==> src/hw/rtl/atrp_pkg.sv <==
// shared types and constants for the modem reply parser
`default_nettype none

package atrp_pkg;

  localparam int BYTE_W   = 8;
  localparam int RLINE_W  = 3;
  localparam int RCOL_W   = 7;
  localparam int STATUS_W = 2;
  localparam int COUNT_W  = 6;

  localparam logic [COUNT_W-1:0] COUNT_MAX = 6'd63;

  // item kinds on the request channel
  localparam logic FUNC_FEED = 1'b0;
  localparam logic FUNC_READ = 1'b1;

  typedef enum logic [STATUS_W-1:0] {
    STATUS_PENDING = 2'd0,
    STATUS_DONE    = 2'd1,
    STATUS_BAD     = 2'd2
  } status_t;

  // reply byte values
  localparam logic [BYTE_W-1:0] CH_CR    = 8'h0D;
  localparam logic [BYTE_W-1:0] CH_LF    = 8'h0A;
  localparam logic [BYTE_W-1:0] CH_O     = 8'h4F;
  localparam logic [BYTE_W-1:0] CH_K     = 8'h4B;
  localparam logic [BYTE_W-1:0] CH_E     = 8'h45;
  localparam logic [BYTE_W-1:0] CH_R     = 8'h52;
  localparam logic [BYTE_W-1:0] CH_PLUS  = 8'h2B;
  localparam logic [BYTE_W-1:0] PRINT_LO = 8'd32;
  localparam logic [BYTE_W-1:0] PRINT_HI = 8'd126;

  // queue between classifier and parser
  localparam int QUEUE_DEPTH = 4;
  localparam int QPTR_W      = 2;
  localparam int QCNT_W      = 3;

  // classified word as it travels through the queue
  typedef struct packed {
    logic               func;
    logic [BYTE_W-1:0]  data;
    logic               is_cr;
    logic               is_lf;
    logic               is_o;
    logic               is_k;
    logic               is_e;
    logic               is_r;
    logic               is_plus;
    logic               is_print;
    logic               rd_ok;
    logic [RLINE_W-1:0] read_line;
    logic [RCOL_W-1:0]  read_col;
  } item_t;

endpackage

`default_nettype wire

==> src/hw/rtl/atrp_if.sv <==
// request and response channel interfaces of the modem reply parser
`default_nettype none

interface atrp_req_if;
  logic                             valid;
  logic                             ready;
  logic                             func;
  logic [atrp_pkg::BYTE_W-1:0]      byte_in;
  logic [atrp_pkg::RLINE_W-1:0]     read_line;
  logic [atrp_pkg::RCOL_W-1:0]      read_col;

  modport source (output valid, func, byte_in, read_line, read_col, input ready);
  modport sink   (input valid, func, byte_in, read_line, read_col, output ready);
endinterface


`default_nettype wire

==> src/hw/rtl/atrp_front.sv <==
// front end: accepts request words and classifies each reply byte
`default_nettype none

module atrp_front #(
  parameter int MAX_LINES = 8,
  parameter int LINE_SIZE = 128
) (
  atrp_req_if.sink         req,
  input  wire logic        q_full,
  output atrp_pkg::item_t  push_item,
  output logic             push
);

  logic [atrp_pkg::BYTE_W-1:0] b;

  assign b         = req.byte_in;
  assign req.ready = !q_full;
  assign push      = req.valid && !q_full;

  always_comb begin
    push_item           = '0;
    push_item.func      = req.func;
    push_item.data      = b;
    push_item.is_cr     = (b == atrp_pkg::CH_CR);
    push_item.is_lf     = (b == atrp_pkg::CH_LF);
    push_item.is_o      = (b == atrp_pkg::CH_O);
    push_item.is_k      = (b == atrp_pkg::CH_K);
    push_item.is_e      = (b == atrp_pkg::CH_E);
    push_item.is_r      = (b == atrp_pkg::CH_R);
    push_item.is_plus   = (b == atrp_pkg::CH_PLUS);
    push_item.is_print  = (b >= atrp_pkg::PRINT_LO) && (b <= atrp_pkg::PRINT_HI);
    // reads outside the store answer zero
    push_item.rd_ok     = (32'(req.read_line) < MAX_LINES) &&
                          (32'(req.read_col) < LINE_SIZE);
    push_item.read_line = req.read_line;
    push_item.read_col  = req.read_col;
  end

endmodule

`default_nettype wire

==> src/flat_wrapper.sv <==
// flat-port wrapper written by rule: the top's interface ports become plain ports
module atrp_front_flat 
#(
  parameter int MAX_LINES = 8,
  parameter int LINE_SIZE = 128
)
  (q_full, push_item, push, req_valid, req_func, req_byte_in, req_read_line, req_read_col, req_ready);
  atrp_req_if req_i ();
  input  wire logic q_full;
  output atrp_pkg::item_t push_item;
  output logic push;
  input wire logic [$bits(req_i.valid)-1:0] req_valid;
  input wire logic [$bits(req_i.func)-1:0] req_func;
  input wire logic [$bits(req_i.byte_in)-1:0] req_byte_in;
  input wire logic [$bits(req_i.read_line)-1:0] req_read_line;
  input wire logic [$bits(req_i.read_col)-1:0] req_read_col;
  output wire logic [$bits(req_i.ready)-1:0] req_ready;
  assign req_i.valid = req_valid;
  assign req_i.func = req_func;
  assign req_i.byte_in = req_byte_in;
  assign req_i.read_line = req_read_line;
  assign req_i.read_col = req_read_col;
  assign req_ready = req_i.ready;
  atrp_front #(.MAX_LINES(MAX_LINES), .LINE_SIZE(LINE_SIZE)) u_core (.req(req_i), .q_full(q_full), .push_item(push_item), .push(push));
endmodule
==> config.mk <==
export PLATFORM = sky130hd
export DESIGN_NAME = atrp_front_flat
export DESIGN_NICKNAME = d
export VERILOG_FILES = /design/src/hw/rtl/atrp_pkg.sv /design/src/hw/rtl/atrp_if.sv /design/src/hw/rtl/atrp_front.sv /design/src/flat_wrapper.sv
export SDC_FILE = /design/constraint.sdc
export NUM_CORES = 1
export LEC_CHECK = 0
export BUFFER_PORTS_ARGS = -buffer_cell sky130_fd_sc_hd__buf_4
export CORE_AREA = 10 10 47 49
export DETAILED_ROUTE_END_ITERATION = 6
export DIE_AREA = 0 0 57 59
export GPL_TIMING_DRIVEN = 0
export PLACE_DENSITY = 0.79
export SETUP_SLACK_MARGIN = 0.05
export SKIP_LAST_GASP = 1
export SYNTH_ARGS = -nofsm -noshare
export SYNTH_HDL_FRONTEND = slang
export SYNTH_SLANG_ARGS = --single-unit
==> constraint.sdc <==
create_clock -name vclk -period 0.8
set_input_delay 0.04 -clock vclk [all_inputs]
set_output_delay 0.04 -clock vclk [all_outputs]
set_load 0.01 [all_outputs]
==> reports/metrics.cfg, run 1 <==
[route]
ant_nets = 0
vias = 412
wl_per_cell_um = 13.6
via_per_inst = 4.16
drc = 0
wl_met2_um = 732
highest_layer = met3
wl_met1_um = 467
wl_met3_um = 150
drt_wl_total_um = 1350
dr.first_iter.drc_count = 3
first_pass_iters = 2

[floorplan]
rows = 14
core-area_sq_um = 1400
dieArea_sq_um = 3360
die_w_um = 57
io_pins = 51
die_h_um = 59
initial_core_util_pct = 21.5

[yosys]
syn-instance-count = 44
syn-num-nets = 65
yosys_warnings = 0
synth.most_common_cell = buf_4
synth_seq_area_share_pct = 0
synth_commonest_cells = 20 x buf_4, 3 x nand2_1, 3 x nor3_1, 3 x nor4_1, 2 x inv_1
synthAdderAreaFrac_pct = 0
yosysUniqueCellTypes = 18
synth_area_leaders = buf_4 50%, nor4_1 6.2%, nor3_1 5.0%, or4b_4 4.6%, nand2_1 3.7%
syn_area_sq_um = 302
synth.area.mux_share_pct = 0
syn_area_per_cell_sq_um = 6.85
synth_simple_gate_area_share_pct = 40.2
yosysTopAreaCell = buf_4
synth_compound_area_share_pct = 6.22
synth_top_family_by_area = buffers and inverters
synth_top_area_share_pct = 49.8
synthXorXnorAreaFrac_pct = 0

[sta]
finalHoldViolations = 0
max_freq_mhz = 985
grt_setup_unrepaired = true
fin_ws_ns = -0.216
fin_tns_setup_ns = -1.03
min_period_ns = 1.02
maxSlewViolCount = 0
period_share_pct = 127
whs_ns = 0.258
setup_viol = 7

[global_route]
grt_pass1_vias = 442
grt_pass1_wl_um = 2010
antenna_found_initial = 0
grt_remaining_overflow = 0
grt_max_degree = 8
grt_usage_pct = 6.76

[run]
maxCapViolations = 0

[critical_path]
worstSetupPathType = input pin to output port
critPathLaunchType = input pin
arrival_ns = 0.98
worst_setup_path_end_kind = output port
required_ns = 0.76
critical_path.max_fanout = 5

[final_layout]
nFillCells = 141
sequential_cell_total = 0
area_growth_pct = 127
regArea_sq_um = 0
fin_util_pct = 48.9
final_cells = 99
final_nets = 106
num_antenna_cells = 0
drive_gt1_share_pct = 88.0
num-clock-buffers = 0
fin_area_sq_um = 686

[min_path]
min_path_cells = 2
holdPathEnd = push_item[3]
min_from = req_read_col[3]
hp-class = input pin to output port

[power]
seqPwrFrac_pct = 0
p_leak_nw = 0.356
p_int_mw = 0.197
swShare_pct = 39.7
power_mw = 0.327
net-switching-power_mw = 0.130
ir_drop_mv = 0.174
combPwrFrac_pct = 100.0
p_clk_share_pct = 0
power_density_nw_per_um2 = 477

[placement]
post-place-ws_ns = -0.258
place_inst = 99
portBuffers = 39
dp_hpwl_um = 1230
gp_congestion = 0.712
dpl_cell_area_sq_um = 638

[outcome]
violations = negative setup slack
status = finished with violations

## worst max-delay path, stage by stage
cell and delay [ns]:
buf_6 0.10, or4b_4 0.57, nor3_2 0.13, buf_4 0.14
## layout by cell type, fill, tap and decap left out, drive strengths merged, types with 2 or more instances in the layout
cell   Yosys  routed
nand2      3       3
nor4       3       3
buf       20      59
or4b       2       2
inv        2       2
nor3       3       3
## area by class of cell
type | instances | area (sq um) | share of cell area (%)
buffer | 20 | 150 | 21.9
inverter | 2 | 7.51 | 1.09
multi-input combinational | 22 | 204 | 29.7
tap | 16 | 20.0 | 2.92
timing repair buffer | 39 | 304 | 44.3
## cells by family after synthesis
| logic type | after synthesis |
|---|---|
| AO/OA/AOI/OAI | 2 |
| buffers and inverters | 22 |
| other | 1 |
| AND/OR/NAND/NOR | 19 |
## timing repair
action	CTS	global route
resized for setup	9	2
buffers inserted	0	0
pin swaps	2	1
endpoints found under the setup margin	8	7
hold buffers	0	0
## how the worst max path moves through the flow
stage          slack, ns            end           start
5_1_grt            -0.25  push_item[16]  req_byte_in[4]
2_1_floorplan      -0.02  push_item[13]  req_byte_in[5]
3_5_place_dp       -0.26  push_item[16]  req_byte_in[4]
4_1_cts            -0.23  push_item[16]  req_byte_in[4]
3_3_place_gp       -0.25  push_item[16]  req_byte_in[4]
6_report           -0.22  push_item[16]  req_byte_in[4]
## power by group through the flow
stage | Sequential (mW) | Combinational, mW | Clock, mW
after floorplan | 0 | 0.151 | 0
final | 0 | 0.327 | 0
after CTS | 0 | 0.328 | 0
after detailed placement | 0 | 0.309 | 0
after global placement | 0 | 0.303 | 0
after global routing | 0 | 0.353 | 0
## per-layer routing
layer,track usage [%],up-vias
li1,-,207
met1,6.58,178
met2,13.6,27
met3,2.79,0
met4,0,0
met5,0,-
No activity file was read; power rests on OpenSTA's default activity.
==> run 2, diff against run 1 <==
--- a/config.mk
+++ b/config.mk
@@ -5,12 +5,12 @@
 export SDC_FILE = /design/constraint.sdc
 export NUM_CORES = 1
 export LEC_CHECK = 0
-export BUFFER_PORTS_ARGS = -buffer_cell sky130_fd_sc_hd__buf_4
 export CORE_AREA = 10 10 47 49
 export DETAILED_ROUTE_END_ITERATION = 6
 export DIE_AREA = 0 0 57 59
+export DONT_BUFFER_PORTS = 1
 export GPL_TIMING_DRIVEN = 0
-export PLACE_DENSITY = 0.79
+export PLACE_DENSITY = 0.47
 export SETUP_SLACK_MARGIN = 0.05
 export SKIP_LAST_GASP = 1
 export SYNTH_ARGS = -nofsm -noshare
==> run 2 against run 1 <==
Compared with the run above: clock-buffer cell count stayed put; worst hold slack worse by 0.15 ns; global-route usage is 0.79 points lower; flip-flop and latch count stayed put; non-clock buffer count is 39 lower; die area stayed put; cell count is 39% lower; via count is 29% lower; setup slack better by 0.17 ns; cell area is 41% lower; the flow still finishes with violations (negative setup slack); core utilization is 20 points lower; largest cell class is now multi-input combinational cells.
==> reports/metrics.cfg, run 2 (synthesis gave the netlist of run 1 again) <==
[run]
maxCapViolations = 0  ; unchanged

[power]
net-switching-power_mw = 0.0978  ; -25%
seqPwrFrac_pct = 0  ; unchanged
combPwrFrac_pct = 100.0  ; about the same
power_density_nw_per_um2 = 461  ; -3.4%
p_int_mw = 0.0900  ; -54%
swShare_pct = 52.1  ; +12 points
p_clk_share_pct = 0  ; unchanged
power_mw = 0.188  ; -43%
p_leak_nw = 0.187  ; -48%
ir_drop_mv = 0.180  ; +3.5%

[sta]
max_freq_mhz = 1180  ; +20%
period_share_pct = 106  ; -21 points
fin_ws_ns = -0.0456  ; +0.170 ns
min_period_ns = 0.846  ; -0.170 ns
finalHoldViolations = 0  ; unchanged
maxSlewViolCount = 0  ; unchanged
setup_viol = 4  ; -3
grt_setup_unrepaired = true

[global_route]
grt_remaining_overflow = 0  ; unchanged
grt_pass1_vias = 369  ; -17%
grt_usage_pct = 5.97  ; -0.79 points
grt_pass1_wl_um = 1710  ; -15%
antenna_found_initial = 0  ; unchanged
grt_max_degree = 8  ; unchanged

[route]
drc = 0  ; unchanged
dr.first_iter.drc_count = 0  ; -3
ant_nets = 0  ; unchanged
vias = 292  ; -29%
drt_wl_total_um = 1140  ; -15%
wl_per_cell_um = 19.1  ; +40%
via_per_inst = 4.87  ; +17%
first_pass_iters = 1  ; -1

[floorplan]
die_h_um = 59  ; unchanged
initial_core_util_pct = 21.5  ; unchanged
io_pins = 51  ; unchanged
dieArea_sq_um = 3360  ; unchanged
rows = 14  ; unchanged
die_w_um = 57  ; unchanged
core-area_sq_um = 1400  ; unchanged

[final_layout]
final_nets = 67  ; -37%
sequential_cell_total = 0  ; unchanged
regArea_sq_um = 0  ; unchanged
layout_commonest_cell = buf_4
drive_gt1_share_pct = 72.7  ; -15 points
final_cell_mix = 20 x buf_4, 3 x nor4_4, 3 x nor3_4
num-clock-buffers = 0  ; unchanged
area_growth_pct = 35.3
num_antenna_cells = 0  ; unchanged
final_cells = 60  ; -39%

[min_path]
hp-class = input pin to output port
min_path_cells = 1  ; -1

[placement]
portBuffers = 0  ; -100%
dp_hpwl_um = 1050  ; -15%
place_inst = 60  ; -39%
gp_congestion = 0.653  ; -8.2%

[outcome]
violations = negative setup slack
status = finished with violations

[cts]
holdBufCountCts = 0  ; unchanged

[critical_path]
worst_setup_path_end_kind = output port
worstSetupPathType = input pin to output port
arrival_ns = 0.81  ; -0.17 ns
crit_cells = 2  ; -2
crit_chain = or4b_4 -> nor3_4
path_buf_inv = 0  ; -2
crit_slowest_cell = or4b_4
required_ns = 0.76  ; about the same
cpPeakStageDelay_ns = 0.57  ; about the same
crit_family = simple AND/OR/NAND/NOR gates
critical_path.max_fanout = 5  ; unchanged
critPathLaunchType = input pin

run 2: cell count changes in the layout (fill, tap and decap cells not counted), moves of 3 or more:
cell and delta:
buf_4 -36, buf_6 -3, nor3_2 -3, nor3_4 +3, nor4_2 -3, nor4_4 +3
run 2: through the flow:
| step | hold slack [ns] | setup WS, ns | cell area (sq um) | util (%) | TNS [ns] |
|---|---|---|---|---|---|
| final | 0.110 | -0.0456 | 408 | 29.1 | -0.158 |
| after CTS | 0.112 | -0.0554 | 397 | 28.3 | -0.238 |
| after detailed placement | 0.130 | -0.158 | 345 | 24.6 | -0.551 |
| after floorplan | 0.124 | -0.0176 | 325 | - | -0.0644 |
| after global routing | 0.113 | -0.0759 | 408 | 29.1 | -0.253 |
| after global placement | 0.131 | -0.143 | 345 | 24.6 | -0.540 |
run 2: final timing paths:
path | from | end | slack (ns)
hold / removal | req_byte_in[3] | push_item[13] | 0.11
setup / recovery | req_byte_in[4] | push_item[16] | -0.05
run 2: final cells by class:
cell class / instances / area [sq um]
Buffer: 20 / 150
Fill cell: 168 / 993
Inverter: 2 / 7.51
Multi-Input combinational cell: 22 / 230
Tap cell: 16 / 20.0
run 2: timing repair:
item | 4_1_cts | 5_1_grt
gates cloned | 0 | 0
setup endpoints to repair | 7 | 8
setup buffers | 0 | 0
hold endpoints to repair | 0 | 0
resized for setup | 8 | 2
pin swaps | 1 | 0
run 2: power by group through the flow:
stage	clock network [mW]	logic [mW]	registers (mW)
floorplan	0	0.151	0
global placement	0	0.167	0
detailed placement	0	0.167	0
CTS	0	0.187	0
global route	0	0.202	0
finish	0	0.188	0
run 2: metal layers:
metal	wire length (um)	track usage, %	vias to the layer above
met5	0	0	-
met1	442	6.18	131
li1	-	-	131
met3	177	4.08	0
met2	525	10.4	30
met4	0	0	0
==> run 3, diff against run 2 <==
--- a/config.mk
+++ b/config.mk
@@ -10,7 +10,7 @@
 export DIE_AREA = 0 0 57 59
 export DONT_BUFFER_PORTS = 1
 export GPL_TIMING_DRIVEN = 0
-export PLACE_DENSITY = 0.47
+export PLACE_DENSITY = 0.32
 export SETUP_SLACK_MARGIN = 0.05
 export SKIP_LAST_GASP = 1
 export SYNTH_ARGS = -nofsm -noshare
==> run 3 against run 2 <==
Compared with the run above: the flow still finishes with violations (negative setup slack); core utilization is the same; routed wire length grew 12%; flip-flop and latch count stayed put; setup slack worse by 0.0023 ns; sequential share of layout area stayed put; first-iteration DRC count increased by 1; die area is the same; worst hold slack gained 0.0021 ns; largest cell class unchanged; highest routed layer unchanged.
==> reports/metrics.cfg, run 3 (synthesis gave the netlist of run 1 again) <==
[route]
drc = 0  ; unchanged
via_per_inst = 4.80  ; -1.4%
drt_wl_total_um = 1280  ; +12%
first_pass_iters = 3  ; +2
ant_nets = 0  ; unchanged
vias = 288  ; -1.4%
wl_per_cell_um = 21.3  ; +12%
dr.first_iter.drc_count = 1  ; +1

[critical_path]
critical_path.max_fanout = 5  ; unchanged
required_ns = 0.76  ; about the same
crit_family = simple AND/OR/NAND/NOR gates
path_buf_inv = 0  ; unchanged
arrival_ns = 0.81  ; about the same
worst_setup_path_end_kind = output port
worstSetupPathType = input pin to output port
cpPeakStageDelay_ns = 0.57  ; about the same
crit_chain = or4b_4 -> nor2_2
critPathLaunchType = input pin
crit_slowest_cell = or4b_4

[floorplan]
die_w_um = 57  ; unchanged
io_pins = 51  ; unchanged
dieArea_sq_um = 3360  ; unchanged
initial_core_util_pct = 21.5  ; unchanged
core-area_sq_um = 1400  ; unchanged
die_h_um = 59  ; unchanged
rows = 14  ; unchanged

[sta]
max_freq_mhz = 1180  ; -0.27%
finalHoldViolations = 0  ; unchanged
setup_viol = 4  ; unchanged
grt_setup_unrepaired = true
min_period_ns = 0.848  ; +0.00228 ns
whs_ns = 0.112  ; +0.00208 ns
fin_ws_ns = -0.0479  ; -0.00228 ns
maxSlewViolCount = 0  ; unchanged
period_share_pct = 106  ; +0.28 points

[final_layout]
num-clock-buffers = 0  ; unchanged
final_cell_mix = 20 x buf_4, 3 x nor4_4, 3 x nor3_4
regArea_sq_um = 0  ; unchanged
area_growth_pct = 35.3  ; unchanged
sequential_cell_total = 0  ; unchanged
final_nets = 67  ; unchanged
num_antenna_cells = 0  ; unchanged
drive_gt1_share_pct = 72.7  ; unchanged
layout_commonest_cell = buf_4
fin_area_sq_um = 408  ; unchanged
final_cells = 60  ; unchanged
fin_util_pct = 29.1  ; unchanged

[global_route]
grt_pass1_vias = 320  ; -13%
grt_max_degree = 8  ; unchanged
grt_usage_pct = 6.40  ; +0.43 points
antenna_found_initial = 0  ; unchanged
grt_remaining_overflow = 0  ; unchanged
grt_pass1_wl_um = 1810  ; +5.6%

[placement]
gp_congestion = 0.651  ; -0.40%
portBuffers = 0  ; unchanged
place_inst = 60  ; unchanged
dpl_cell_area_sq_um = 345  ; unchanged

[power]
ir_drop_mv = 0.131  ; -27%
p_leak_nw = 0.187  ; unchanged
power_density_nw_per_um2 = 463  ; +0.51%
power_mw = 0.189  ; +0.51%

[min_path]
hp-class = input pin to output port
min_from = req_byte_in[3]
holdPathEnd = push_item[13]
min_path_cells = 1  ; unchanged

[cts]
holdBufCountCts = 0  ; unchanged
post_cts_buffers = 0  ; unchanged

[run]
maxCapViolations = 0  ; unchanged

[outcome]
status = finished with violations
violations = negative setup slack

run 3: cell counts in the layout (fill, tap and decap cells not counted):
No cell type changed its count.
run 3: worst max path at each step:
| stage | from | end | cells after the start |
|---|---|---|---|
| floorplan | req_byte_in[5] | push_item[13] | 2 |
| global placement | req_byte_in[4] | push_item[17] | 2 |
| detailed placement | req_byte_in[5] | push_item[13] | 2 |
| CTS | req_byte_in[4] | push_item[14] | 2 |
| global route | req_byte_in[4] | push_item[14] | 2 |
| finish | req_byte_in[4] | push_item[14] | 2 |
run 3: area by class of cell:
cell class                      instances  area (sq um)
Multi-Input combinational cell         22           230
Tap cell                               16          20.0
Inverter                                2          7.51
Fill cell                             162           993
Buffer                                 20           150
run 3: layer usage:
layer / wire length, um / track usage, %
met1: 445 / 6.89
met2: 670 / 11.8
met3: 161 / 3.00
met4: 0 / 0
met5: 0 / 0
run 3: where the power goes:
part / internal [mW] / switching [mW] / leakage, nW / total, mW
clock: 0 / 0 / 0 / 0
combinational: 0.0900 / 0.0988 / 0.187 / 0.189
sequential: 0 / 0 / 0 / 0
total: 0.0900 / 0.0988 / 0.187 / 0.189
run 3: per-stage QoR:
stage / setup WS [ns] / setup TNS [ns]
finish: -0.0479 / -0.153
global route: -0.0697 / -0.262
CTS: -0.0545 / -0.222
detailed placement: -0.137 / -0.493
global placement: -0.138 / -0.515
floorplan: -0.0176 / -0.0644
run 3: repair_timing:
| item | in CTS | in global routing |
|---|---|---|
| endpoints found under the hold margin | 0 | 0 |
| pin swaps | 1 | 0 |
| endpoints found under the setup margin | 7 | 7 |
| gates resized for setup | 8 | 2 |
