`src/hw/rtl/atrp_pkg.sv`:
```
// shared types and constants for the modem reply parser
`default_nettype none

package atrp_pkg;

  localparam int BYTE_W   = 8;
  localparam int RLINE_W  = 3;
  localparam int RCOL_W   = 7;
  localparam int STATUS_W = 2;
  localparam int COUNT_W  = 6;

  localparam logic [COUNT_W-1:0] COUNT_MAX = 6'd63;

  // item kinds on the request channel
  localparam logic FUNC_FEED = 1'b0;
  localparam logic FUNC_READ = 1'b1;

  typedef enum logic [STATUS_W-1:0] {
    STATUS_PENDING = 2'd0,
    STATUS_DONE    = 2'd1,
    STATUS_BAD     = 2'd2
  } status_t;

  // reply byte values
  localparam logic [BYTE_W-1:0] CH_CR    = 8'h0D;
  localparam logic [BYTE_W-1:0] CH_LF    = 8'h0A;
  localparam logic [BYTE_W-1:0] CH_O     = 8'h4F;
  localparam logic [BYTE_W-1:0] CH_K     = 8'h4B;
  localparam logic [BYTE_W-1:0] CH_E     = 8'h45;
  localparam logic [BYTE_W-1:0] CH_R     = 8'h52;
  localparam logic [BYTE_W-1:0] CH_PLUS  = 8'h2B;
  localparam logic [BYTE_W-1:0] PRINT_LO = 8'd32;
  localparam logic [BYTE_W-1:0] PRINT_HI = 8'd126;

  // queue between classifier and parser
  localparam int QUEUE_DEPTH = 4;
  localparam int QPTR_W      = 2;
  localparam int QCNT_W      = 3;

  // classified word as it travels through the queue
  typedef struct packed {
    logic               func;
    logic [BYTE_W-1:0]  data;
    logic               is_cr;
    logic               is_lf;
    logic               is_o;
    logic               is_k;
    logic               is_e;
    logic               is_r;
    logic               is_plus;
    logic               is_print;
    logic               rd_ok;
    logic [RLINE_W-1:0] read_line;
    logic [RCOL_W-1:0]  read_col;
  } item_t;

endpackage

`default_nettype wire

```
`src/hw/rtl/atrp_queue.sv`:
```
// short queue of classified words between front end and parser
`default_nettype none

module atrp_queue (
  input  wire logic             clk,
  input  wire logic             rst,
  input  wire logic             push,
  input  atrp_pkg::item_t       push_item,
  input  wire logic             pop,
  output atrp_pkg::item_t       head,
  output logic                  full,
  output logic                  empty
);

  atrp_pkg::item_t                  slots [atrp_pkg::QUEUE_DEPTH];
  logic [atrp_pkg::QPTR_W-1:0]      wr_ptr;
  logic [atrp_pkg::QPTR_W-1:0]      rd_ptr;
  logic [atrp_pkg::QCNT_W-1:0]      count;

  assign full  = (32'(count) == atrp_pkg::QUEUE_DEPTH);
  assign empty = (count == '0);
  assign head  = slots[rd_ptr];

  always_ff @(posedge clk) begin
    if (push) begin
      slots[wr_ptr] <= push_item;
    end
  end

  always_ff @(posedge clk) begin
    if (rst) begin
      wr_ptr <= '0;
      rd_ptr <= '0;
      count  <= '0;
    end else begin
      if (push) begin
        wr_ptr <= wr_ptr + 1'b1;
      end
      if (pop) begin
        rd_ptr <= rd_ptr + 1'b1;
      end
      if (push && !pop) begin
        count <= count + 1'b1;
      end else if (pop && !push) begin
        count <= count - 1'b1;
      end
    end
  end

endmodule

`default_nettype wire

```
`config.mk`:
```
export PLATFORM = sky130hd
export DESIGN_NAME = atrp_queue
export DESIGN_NICKNAME = d
export VERILOG_FILES = /design/src/hw/rtl/atrp_pkg.sv /design/src/hw/rtl/atrp_queue.sv
export SDC_FILE = /design/constraint.sdc
export NUM_CORES = 1
export LEC_CHECK = 0
export BUFFER_PORTS_ARGS = -buffer_cell sky130_fd_sc_hd__buf_2
export CAP_MARGIN = 30
export CORE_UTILIZATION = 50
export DETAILED_ROUTE_END_ITERATION = 16
export PLACE_DENSITY = 0.71
export SETUP_SLACK_MARGIN = 0.15
export SLEW_MARGIN = 20
export SYNTH_ARGS = -nofsm -noshare
export SYNTH_HDL_FRONTEND = slang
export SYNTH_SLANG_ARGS = --single-unit
```
`constraint.sdc`:
```
create_clock -name clk -period 1.9 [get_ports clk]
set_input_delay 0.095 -clock clk [delete_from_list [all_inputs] [get_ports clk]]
set_output_delay 0.095 -clock clk [all_outputs]
set_load 0.005 [all_outputs]
```
==> results of run 1 <==
-- logic make-up after synthesis --
group | Yosys count | synth area share [%]
compound gates | 2 | 0.221
flops | 121 | 78.4
buf+inv | 11 | 1.88
mux | 30 | 15.1
fa+ha+maj | 6 | 1.83
xor+xnor | 5 | 0.969
simple gates | 15 | 1.63
-- per-stage QoR --
| step | hold WS (ns) | setup TNS [ns] | utilization, % |
|---|---|---|---|
| after detailed placement | 0.314 | 0 | 57.1 |
| after CTS | 0.302 | -0.129 | 68.1 |
| final | 0.324 | 0 | 68.4 |
| after floorplan | 0.194 | 0 | - |
| after global routing | 0.311 | -0.838 | 68.4 |
| after global placement | 0.309 | 0 | 57.1 |
-- what timing repair did --
action	in CTS	in global routing
gates resized for setup	18	3
cloned	3	0
setup endpoints to repair	28	28
buffers inserted	3	0
hold buffers	31	0
hold endpoints to repair	121	0
-- synth_stat cells --
cell type / number
sky130_fd_sc_hd__xor2_1: 3
sky130_fd_sc_hd__edfxtp_1: 112
sky130_fd_sc_hd__inv_1: 4
sky130_fd_sc_hd__clkbuf_1: 1
sky130_fd_sc_hd__nand2_1: 1
sky130_fd_sc_hd__nor3_1: 1
sky130_fd_sc_hd__nor2_1: 7
sky130_fd_sc_hd__dfxtp_1: 9
sky130_fd_sc_hd__o21ai_0: 1
sky130_fd_sc_hd__nor3b_1: 1
sky130_fd_sc_hd__buf_12: 2
sky130_fd_sc_hd__buf_2: 3
sky130_fd_sc_hd__mux2i_1: 2
sky130_fd_sc_hd__a21oi_1: 1
sky130_fd_sc_hd__and2_1: 4
sky130_fd_sc_hd__mux4_1: 8
sky130_fd_sc_hd__fa_1: 1
sky130_fd_sc_hd__ha_1: 5
sky130_fd_sc_hd__xnor2_1: 2
sky130_fd_sc_hd__or3_1: 1
sky130_fd_sc_hd__buf_6: 1
sky130_fd_sc_hd__mux4_2: 20
-- worst max path at each step --
stage                             end  cells after the start              startpoint  slack, ns
6_report                      head[6]                      4                    flop     0.0007
5_1_grt                      head[20]                      4                    flop      -0.07
4_1_cts                      head[20]                      4                    flop      -0.03
3_5_place_dp   slots[0][16]$_DFFE_PP_                      3  wr_ptr[0]$_SDFFE_PP0P_       0.26
3_3_place_gp   slots[0][16]$_DFFE_PP_                      3  wr_ptr[0]$_SDFFE_PP0P_       0.32
2_1_floorplan   slots[2][0]$_DFFE_PP_                      3  wr_ptr[0]$_SDFFE_PP0P_       0.27
-- critical path, stage by stage (launching register included) --
cell	delay [ns]
sky130_fd_sc_hd__dfxtp_4	0.40
sky130_fd_sc_hd__buf_6	0.12
sky130_fd_sc_hd__buf_16	0.12
sky130_fd_sc_hd__mux4_2	0.52
sky130_fd_sc_hd__buf_6	0.14
-- power groups by stage --
stage               clock network, uW  logic (uW)  registers, uW
finish                           2890         685           3110
global route                     3050         746           3120
floorplan                           0         333           3140
CTS                              2930         686           3110
detailed placement                  0         555           3160
global placement                    0         542           3150
-- flip-flops by register name (all words and copies together), names as in the netlist, named ones only --
signal	flops
slots	112
count	3
rd_ptr	2
wr_ptr	2
-- cell type report --
type                            instances  area [sq um]  area share, %
Timing Repair Buffer                  106           863           14.5
Sequential cell                       121          3550           59.5
Clock inverter                          9           101           1.70
Multi-Input combinational cell         58           866           14.5
Clock buffer                           22           433           7.26
Tap cell                              108           135           2.27
Inverter                                4          15.0          0.252
-- per-layer routing --
layer	vias to the layer above	GRT usage, %	share of wire [%]
met5	-	0	0
met1	1115	24.3	46
met4	0	7.23	1.3
li1	1027	-	-
met2	76	27.1	47
met3	11	7.63	5.9
==> results.txt, run 1 <==
- Counting cells, the worst reg-to-reg path comes to 3.
- Summed over all layers, the routed wires come to roughly 7700 um.
- Hold depth: 2
- Across the run, the number of max-cap violations was 0.
* Total track usage: 18.3%
- Total congestion overflow: 0
- Placed cell count: 360
* Worst hold start: push_item[11]
* DR vias/cell: 5.21
- Category of the worst setup path launch point: flop
- Clock tree synthesis inserted a total of 17 buffers.
- Dpl cell area: 0.00498 sq mm
* Data required time at the worst endpoint: 1.80 ns
- Input and output buffers added on the ports amount to a little over 60.
* Kind of capture point of the worst setup path: primary output
- In the layout the commonest cells are 112 x sky130_fd_sc_hd__edfxtp_1, 57 x sky130_fd_sc_hd__buf_2, 31 x sky130_fd_sc_hd__dlygate4sd3_1.
- Max-Slew Margin vs Limit: 50.9%
* Total power consumption of the routed design: 6680 uW
- Clock skew on the completed layout was measured at approximately 0.0051 ns.
- In this run the count of I/O pins placed on the die edge is 62.
* Synthesized netlist cell count: 190
* Worst reg2reg path endpoint: slots[0][19]$_DFFE_PP_
- Once the floorplan was initialized, standard cells occupied between 50% and 60% of the core.
- Fin area: 0.00596 sq mm
- The clock passes through at most 2 buffers.
* Worst Setup Slack post-DPL: 0.262 ns
- At the pin with the least slew margin, the transition time is 0.736 ns.
- Logic gate share of total power: 10.3%
* Area share of the leading cell type in the synthesized netlist: ~74%
- Detailed placement ended at an HPWL of 4340 um.
* P&R area growth vs syn: 31.9%
- The first routing iteration left 121 violations.
* Number of global-route vias before repair: 2385
* Flip-flop and latch count after synthesis: 121
- Cell accounting for the most synthesized area: sky130_fd_sc_hd__edfxtp_1
- Post-synthesis sequential area ratio: between 70% and 80%
* Top cells by area, synth: sky130_fd_sc_hd__edfxtp_1 74%, sky130_fd_sc_hd__mux4_2 10%, sky130_fd_sc_hd__mux4_1 4.7%
- Proportion of power drawn by the clock network: 43.2%
* Capture endpoint of the worst hold path: slots[2][11]$_DFFE_PP_
* Clock Root Buffer: sky130_fd_sc_hd__clkbuf_8
- The internal power of the cells totals 5300 uW.
* Area of the placeable core: 0.00872 sq mm
- During synthesis, Yosys emitted a total of 0 warnings.
- Setup slack closes at between 0.0006 and 0.0007 ns.
* H-tree lvl count: 4
- Register clock-pin slew on the reported worst setup and hold paths: approximately 0.060 ns
- Number of cells in the finished layout apart from fillers: 428
* Maximum number of pins on one net before global-route repair: 29
* Maximum frequency from static timing analysis: 526 MHz
- The die is slightly below 100 um wide.
* Most common library cell in the layout ignoring fill and taps: sky130_fd_sc_hd__edfxtp_1
* RSZ-0062 raised after global routing: true
- Summed over all nets, the switching power comes to 1390 uW.
* Status: finished, final reports clean
- Number of sinks driven by the clock tree: between 100 and 150
- Averaged over all synthesized cells, the footprint is between 20 and 25 sq um.
* Signal arrival time at the worst endpoint: 1.80 ns
* R2R Setup Slk: 0.30 ns
* Number of hold violations in the final report: 0
- Global-route wire length before repair: 12400 um
- Min cycle time layout: roughly 1.9 ns
* Pre-antenna DRT Iters: 4
- Clock insertion delay at the later pin of the skew report: 0.51 ns
- The analysis attributes to cell leakage a power of approximately 0.0021 uW.
- Measured along the y axis, the die boundary spans 97.1 um.
* Max Slew Vio Count: 0
- Initial antenna violation count: 0
* Setup-violating endpoint count in the final report: 0
* Fillers: 571
- The number of nets handed over by synthesis was 228.
- The post-route netlist has 41.3% of its cells at a drive strength greater than 1.
- The die covers 0.00942 sq mm.
- Net switching is 20.8% of the power.
- CTS tree: built
- In the final routed layout, each cell accounts on average for 18.0 um.
* Number of standard-cell rows in the floorplan: 34
* Pwr dens: 1120 mW/mm^2
* DRC errors left: 0
- Post-route fraction of the period consumed by the critical path: 100%
* Detail Route Antenna Nets: 0
- In this run the critical register-to-register path is launched from wr_ptr[0]$_SDFFE_PP0P_.
- Total vias in the final route: 2229
- Syn Std Cell Area: 0.00452 sq mm
- Start-to-end type of the worst setup path: flop to primary output
- Post-synth cell types: 22
- Net total in the final layout: around 350
- Sequential cells account for 46.5% of the total power.
* Critical path fanouts, max: 5
- In this run the worst hold path is classified as input pin to flop.
* Antenna diodes: 0
* GPL Wtd Cong: 0.643
- VDD IR-drop max: 873 uV
(Power assumes the default switching activity.)
==> run 2, diff against run 1 <==
--- a/config.mk
+++ b/config.mk
@@ -10,6 +10,7 @@
 export CORE_UTILIZATION = 50
 export DETAILED_ROUTE_END_ITERATION = 16
 export PLACE_DENSITY = 0.71
+export RECOVER_POWER = 25
 export SETUP_SLACK_MARGIN = 0.15
 export SLEW_MARGIN = 20
 export SYNTH_ARGS = -nofsm -noshare
==> results.txt, run 2 (synthesis results as in run 1) <==
- The worst min-delay path category was input pin to flop (unchanged).
- Kind of capture point of the worst setup path: primary output (unchanged)
- Number of global-route vias before repair: 2385 (unchanged)
- Status: finished with violations (was finished, final reports clean).
- The number of fill cells was 579 (was 571).
- Post-DP HPWL: 4340 um (unchanged)
- The most common library cell in the layout ignoring fill and taps was sky130_fd_sc_hd__edfxtp_1 (unchanged).
* Die area: 0.00942 sq mm (unchanged)
* Worst clock skew: 0.00453 ns (was 0.00515 ns)
- The initial antenna violation count came to 0 (unchanged).
- Signal arrival time at the worst endpoint: 1.81 ns (was 1.80 ns)
- The number of rows created at floorplan was 34 (unchanged).
- The average detailed-routed wire length per instance was 18.0 um (about the same).
* Data required time at the worst endpoint: 1.80 ns (about the same)
- Placed cell count: 360 (unchanged)
- CTS tree: built (unchanged)
- Commonest cells after routing, fill and taps aside: 112 x sky130_fd_sc_hd__edfxtp_1, 40 x sky130_fd_sc_hd__buf_2, 31 x sky130_fd_sc_hd__dlygate4sd3_1 (was 112 x sky130_fd_sc_hd__edfxtp_1, 57 x sky130_fd_sc_hd__buf_2, 31 x sky130_fd_sc_hd__dlygate4sd3_1)
* Number of hold violations in the final report: 0 (unchanged)
- The first-pass GRT wire length is 12400 um (unchanged).
* Capture endpoint of the worst hold path: slots[0][24]$_DFFE_PP_ (was slots[2][11]$_DFFE_PP_)
- The maximum number of pins on one net before global-route repair came to 29 (unchanged).
* Pre-antenna DRT Iters: 4 (unchanged)
* Clock Root Buffer: sky130_fd_sc_hd__clkbuf_8 (unchanged)
- The setup slack of the most critical reg-to-reg path was 0.30 ns (about the same).
- I/O pin count: 62 (unchanged)
- Min cycle time layout: 1.90 ns (about the same)
* Number of cells in the finished layout apart from fillers: 428 (unchanged)
- The die extent in y came to 97.1 um (unchanged).
- The number of flip-flops in the largest register was 112 (unchanged).
- The remaining max-slew budget at the tightest pin is 50.8% (was 50.9%).
- The worst supply voltage drop on vdd came to 878 uV (was 873 uV).
- Worst Reg-to-Reg Cells: 3 (unchanged)
- The max-slew violation total from the final report came to 0 (unchanged).
* Total of buffers placed on input and output ports: 61 (unchanged)
- Maximum frequency from static timing analysis: 526 MHz (about the same)
- The area of the multi-input gates came to 866 sq um (unchanged).
- The checks that failed: setup timing.
- Total congestion overflow: 0 (unchanged)
- Number of maximum-capacitance violations: 0 (unchanged)
* Fin Setup TNS: -0.000652 ns (was 0 ns)
- The launching element type of the critical path is a flop (unchanged).
* Start-to-end type of the worst setup path: flop to primary output (unchanged)
- H-tree lvl count: 4 (unchanged)
- The via total after detailed routing was 2228 (was 2229).
- The layout net count is 346 (unchanged).
* Post-route fraction of the period consumed by the critical path: 100% (about the same)
* Final critical-path setup slack: -0.000652 ns (was 0.000661 ns)
* DR vias/cell: 5.21 (about the same)
- Num CTS Buffers: 17 (unchanged)
- The starting density of the core was 51.8% (unchanged).
- Clock insertion delay at the later pin of the skew report: 0.51 ns (about the same)
- Reg area: 0.00355 sq mm (unchanged)
- The diode insertion count for antenna repair was 0 (unchanged).
* Max Root-Sink Buffers: 2 (unchanged)
- The wire length after detailed routing is 7720 um (was 7710 um).
- The routability congestion estimate from global placement came to 0.643 (unchanged).
* Share of post-route cells with drive strength above 1: 35.9% (was 41.3%)
* DRC errors left: 0 (unchanged)
- The startpoint of the most critical register-to-register path is wr_ptr[0]$_SDFFE_PP0P_ (unchanged).
- Pwr dens: 1130 mW/mm^2 (was 1120 mW/mm^2)
- The core area is 0.00872 sq mm (unchanged).
- Worst reg2reg path endpoint: slots[0][19]$_DFFE_PP_ (unchanged)
* Register clock-pin slew on the reported worst setup and hold paths: 0.05 ns (was 0.06 ns)
- Worst hold start: push_item[24] (was push_item[11])
* Number of sinks driven by the clock tree: 121 (unchanged)
- Top flop regs: slots (112), count (3) (unchanged).
- The highest fanout seen on the critical path came to 5 (unchanged).
* Width of the chip: 97.1 um (unchanged)
- Number of DRC markers after the initial detailed-route iteration: 126 (was 121)
- Leakage power: 0.00208 uW (was 0.00213 uW)
* Transition time at the pin with the least slew margin: 0.738 ns (was 0.736 ns)
- The number of cells traversed by the worst hold path is 2 (unchanged).
* Setup-violating endpoint count in the final report: 1 (was 0)
- The overall global routing resource usage was 18.3% (unchanged).
- The register with the highest flop count is slots (unchanged).
* Detail Route Antenna Nets: 0 (unchanged)
* RSZ-0062 raised after global routing: true (unchanged)
- The layout overhead on the synthesized area came to 31.4% (was 31.9%).
## run 2: changes by cell type in the layout (fill, tap and decap cells not counted), sizes merged
cell and change:
buf -17, clkbuf +17
## run 2: worst max-delay path: stages (launching register included)
cell and delay [ns]:
sky130_fd_sc_hd__dfxtp_4 0.40, sky130_fd_sc_hd__buf_12 0.13, sky130_fd_sc_hd__buf_16 0.12, sky130_fd_sc_hd__mux4_2 0.50, sky130_fd_sc_hd__buf_2 0.14
## run 2: final cells by class
| class | count | share of cell area [%] |
|---|---|---|
| flip-flops and latches | 121 | 59.7 |
| multi-input cells | 58 | 14.6 |
| repair buffers | 106 | 14.2 |
| clock buffers | 22 | 7.29 |
| well taps | 108 | 2.28 |
| clock inverters | 9 | 1.71 |
| inverters | 4 | 0.253 |
## run 2: where the power goes
group | leakage [uW] | switching, uW | internal [uW]
Combinational | 0.000721 | 289 | 391
Sequential | 0.00110 | 50.9 | 3060
Clock | 0.000254 | 1050 | 1840
## run 2: stage by stage
step,utilization [%],total power (uW),worst slack [ns],instance area (sq um),hold slack (ns)
2_1_floorplan,-,3480,0.270,4520,0.194
3_3_place_gp,57.1,3690,0.323,4980,0.309
3_5_place_dp,57.1,3710,0.262,4980,0.314
4_1_cts,68.1,6730,-0.0251,5940,0.302
5_1_grt,68.1,6920,-0.0701,5940,0.341
6_report,68.1,6690,-0.000652,5940,0.347
## run 2: how the worst max path moves through the flow
stage                      startpoint                endpoint  slack (ns)  cells after the start
2_1_floorplan  wr_ptr[0]$_SDFFE_PP0P_   slots[2][0]$_DFFE_PP_        0.27                      3
4_1_cts                          flop                head[20]       -0.03                      4
6_report                         flop                head[20]     -0.0007                      4
3_5_place_dp   wr_ptr[0]$_SDFFE_PP0P_  slots[0][16]$_DFFE_PP_        0.26                      3
3_3_place_gp   wr_ptr[0]$_SDFFE_PP0P_  slots[0][16]$_DFFE_PP_        0.32                      3
5_1_grt                          flop                head[20]       -0.07                      4
## run 2: what timing repair did
item	in CTS	in global routing
hold buffers	31	0
hold endpoints to repair	121	0
gates cloned	3	0
setup buffers	3	0
setup endpoints to repair	28	28
gates resized for setup	18	3
## run 2: per-layer routing
| layer | vias up | global-route usage (%) | wire (um) |
|---|---|---|---|
| met2 | 73 | 27.1 | 3630 |
| met5 | - | 0 | 0 |
| met3 | 12 | 7.63 | 483 |
| met4 | 0 | 7.23 | 105 |
| li1 | 1026 | - | - |
| met1 | 1117 | 24.3 | 3500 |
==> run 3, diff against run 2 <==
--- a/config.mk
+++ b/config.mk
@@ -7,9 +7,9 @@
 export LEC_CHECK = 0
 export BUFFER_PORTS_ARGS = -buffer_cell sky130_fd_sc_hd__buf_2
 export CAP_MARGIN = 30
-export CORE_UTILIZATION = 50
+export CORE_UTILIZATION = 51
 export DETAILED_ROUTE_END_ITERATION = 16
-export PLACE_DENSITY = 0.71
+export PLACE_DENSITY = 0.72
 export RECOVER_POWER = 25
 export SETUP_SLACK_MARGIN = 0.15
 export SLEW_MARGIN = 20
==> results.txt, run 3 (synthesis results as in run 1) <==
- The utilization after layout is 71.8% (was 68.1%).
- Min cycle time layout: 1.86 ns (was 1.90 ns)
- The total CTS buffers is 17 (unchanged).
* Number of standard-cell rows in the floorplan: 33 (was 34)
* Initial antenna violation count: 0 (unchanged)
- The clock latency on the worst-skew pair came to 0.50 ns (was 0.51 ns).
- The post-detailed-placement cell area came to 0.00499 sq mm (was 0.00498 sq mm).
- The routed via count divided by cell count was 5.34 (was 5.21).
- The startpoint of the most critical register-to-register path was count[0]$_SDFFE_PP0P_ (was wr_ptr[0]$_SDFFE_PP0P_).
- The internal power of the cells came to 5570 uW (was 5290 uW).
- Final wirelength: 8240 um (was 7720 um)
- The routability congestion estimate from global placement is 0.691 (was 0.643).
- Share of post-route cells with drive strength above 1: 37.1% (was 35.9%)
- The reported net switching power is 1420 uW (was 1390 uW).
* VDD IR-drop max: 750 uV (was 878 uV)
- The area of all sequential standard cells is 0.00355 sq mm (unchanged).
- The worst min-delay path category is input pin to flop (unchanged).
- Commonest cells after routing, fill and taps aside: 112 x sky130_fd_sc_hd__edfxtp_1, 31 x sky130_fd_sc_hd__dlygate4sd3_1, 30 x sky130_fd_sc_hd__buf_2 (was 112 x sky130_fd_sc_hd__edfxtp_1, 40 x sky130_fd_sc_hd__buf_2, 31 x sky130_fd_sc_hd__dlygate4sd3_1)
- Worst reg2reg path endpoint: count[2]$_SDFFE_PP0P_ (was slots[0][19]$_DFFE_PP_)
- The first-pass GRT wire length came to 11600 um (was 12400 um).
* Starting Density: 53.9% (was 51.8%)
- The slew of the pin with the lowest slew margin came to 0.302 ns (was 0.738 ns).
- Fin Setup TNS: 0 ns (was -0.000652 ns)
* R2R Setup Slk: 0.44 ns (was 0.30 ns)
- Number of sinks driven by the clock tree: 121 (unchanged)
- Number of maximum-capacitance violations: 0 (unchanged)
* Fin area: 0.00601 sq mm (was 0.00594 sq mm)
* Sequential share of power: 44.5% (was 46.5%)
* Pwr dens: 1160 mW/mm^2 (was 1130 mW/mm^2)
- The total global routing overflow is 0 (unchanged).
- Clock Root Buffer: sky130_fd_sc_hd__clkbuf_8 (unchanged)
- Category of the worst setup path launch point: flop (unchanged)
- The number of global-route vias before repair was 2287 (was 2385).
- The post-placement setup slack came to 0.340 ns (was 0.262 ns).
- H-tree lvl count: 4 (unchanged)
- The max-slew violation total from the final report is 0 (unchanged).
- The number of flip-flops in the largest register is 112 (unchanged).
- I/O pin count: 62 (unchanged)
- Max-Slew Margin vs Limit: 79.9% (was 50.8%)
- Crit-path cells: clkbuf_16 > mux4_2 > buf_6 (was buf_12 > buf_16 > mux4_2 > buf_2)
* Data required time at the worst endpoint: 1.80 ns (about the same)
* Net total in the final layout: 346 (unchanged)
- Leakage power: 0.00213 uW (was 0.00208 uW)
- The cell depth of the worst flop-to-flop path is 4 (was 3).
* Pre-antenna DRT Iters: 4 (unchanged)
- Total of buffers placed on input and output ports: 61 (unchanged)
* Switching Share: 20.3% (was 20.8%)
- The maximum number of pins on one net before global-route repair was 29 (unchanged).
- RSZ-0062 raised after global routing: true (unchanged).
- Critical path fanouts, max: 5 (unchanged)
- The number of fill cells came to 500 (was 579).
- Status: finished, final reports clean (was finished with violations)
- Worst hold start: push_item[26] (was push_item[24])
- Register clock-pin slew on the reported worst setup and hold paths: 0.05 ns (about the same)
- The combinational fraction of design power was 10.0% (was 10.2%).
- Die area: 0.00924 sq mm (was 0.00942 sq mm)
- P&R area growth vs syn: 33.1% (was 31.4%)
- Capture endpoint of the worst hold path: slots[2][26]$_DFFE_PP_ (was slots[0][24]$_DFFE_PP_)
- Floorplan die height: 96.1 um (was 97.1 um)
* Proportion of power drawn by the clock network: 45.4% (was 43.3%)
* Width of the chip: 96.1 um (was 97.1 um)
- Register containing the most flip-flops in the final layout: slots (unchanged)
* Total vias in the final route: 2273 (was 2228)
- Signal arrival time at the worst endpoint: 1.77 ns (was 1.81 ns)
- Area of the placeable core: 0.00838 sq mm (was 0.00872 sq mm)
- Detail Route Antenna Nets: 0 (unchanged)
- Max Root-Sink Buffers: 2 (unchanged)
- The worst stage delay on the critical path is 0.52 ns (was 0.50 ns).
- Number of hold violations in the final report: 0 (unchanged)
- The most common library cell in the layout ignoring fill and taps is sky130_fd_sc_hd__edfxtp_1 (unchanged).
* Setup-violating endpoint count in the final report: 0 (was 1)
- Post-DP HPWL: 4600 um (was 4340 um)
- The type of the worst setup path was flop to primary output (unchanged).
- The worst setup skew after layout was 0.00611 ns (was 0.00453 ns).
* Antenna diodes: 0 (unchanged)
* Number of DRC markers after the initial detailed-route iteration: 93 (was 126)
* Top flop regs: slots (112), count (3) (unchanged)
* Final critical-path setup slack: 0.0356 ns (was -0.000652 ns)
- Routed WL per cell: 19.3 um (was 18.0 um)
- CTS tree: built (unchanged)
- Maximum frequency from static timing analysis: 536 MHz (was 526 MHz)
* Footprint of the multi-input gates: 861 sq um (was 866 sq um)
* Hold depth: 2 (unchanged)
* Kind of capture point of the worst setup path: primary output (unchanged)
- The overall power is 6990 uW (was 6690 uW).
- Crit path max-delay cell type: sky130_fd_sc_hd__mux4_2 (unchanged)
- Total track usage: 18.6% (was 18.3%)
- The fraction of the cycle the final worst path needs came to 98.1% (was 100%).
* DRC errors left: 0 (unchanged)
[run 3: final cells by class]
class,instances,area share (%)
clock buffer,18,6.95
clock inverter,14,3.00
inverter,4,0.250
multi-input combinational,58,14.3
sequential,121,59.0
tap,105,2.18
timing repair buffer,106,14.3
[run 3: routing by layer]
metal	track usage (%)	routed length [um]	up-vias
met5	0	0	-
met4	7.09	119	0
met3	6.71	449	14
met2	30.9	4290	84
met1	22.2	3380	1153
li1	-	-	1022
[run 3: power groups by stage]
| stage | sequential [uW] | combinational, uW | clock (uW) |
|---|---|---|---|
| 3_5_place_dp | 3160 | 556 | 0 |
| 3_3_place_gp | 3150 | 543 | 0 |
| 2_1_floorplan | 3140 | 333 | 0 |
| 4_1_cts | 3110 | 620 | 3230 |
| 5_1_grt | 3120 | 760 | 3340 |
| 6_report | 3110 | 701 | 3170 |
[run 3: how the worst max path moves through the flow]
stage	slack, ns	to	cells after the start	from
6_report	0.04	head[17]	3	flop
5_1_grt	-0.02	head[17]	3	flop
4_1_cts	0.004	head[14]	3	flop
3_5_place_dp	0.34	count[2]$_SDFFE_PP0P_	7	push
3_3_place_gp	0.37	count[2]$_SDFFE_PP0P_	7	push
2_1_floorplan	0.27	slots[2][0]$_DFFE_PP_	3	wr_ptr[0]$_SDFFE_PP0P_
[run 3: stage by stage]
step / instances / hold slack (ns)
2_1_floorplan: 190 / 0.194
3_3_place_gp: 360 / 0.308
3_5_place_dp: 360 / 0.313
4_1_cts: 424 / 0.318
5_1_grt: 426 / 0.357
6_report: 426 / 0.352
[run 3: what timing repair did]
| item | in CTS | in global routing |
|---|---|---|
| resized for setup | 2 | 24 |
| endpoints found under the setup margin | 28 | 28 |
| hold endpoints to repair | 121 | 0 |
| hold buffers | 31 | 0 |
| setup buffers | 1 | 0 |
| cloned | 0 | 2 |
[run 3: worst max-delay path: cells and delay by family (launching register included)]
family	cells	cell delay (ns)
buffers and inverters	2	0.32
multiplexers	1	0.52
flip-flops	1	0.43
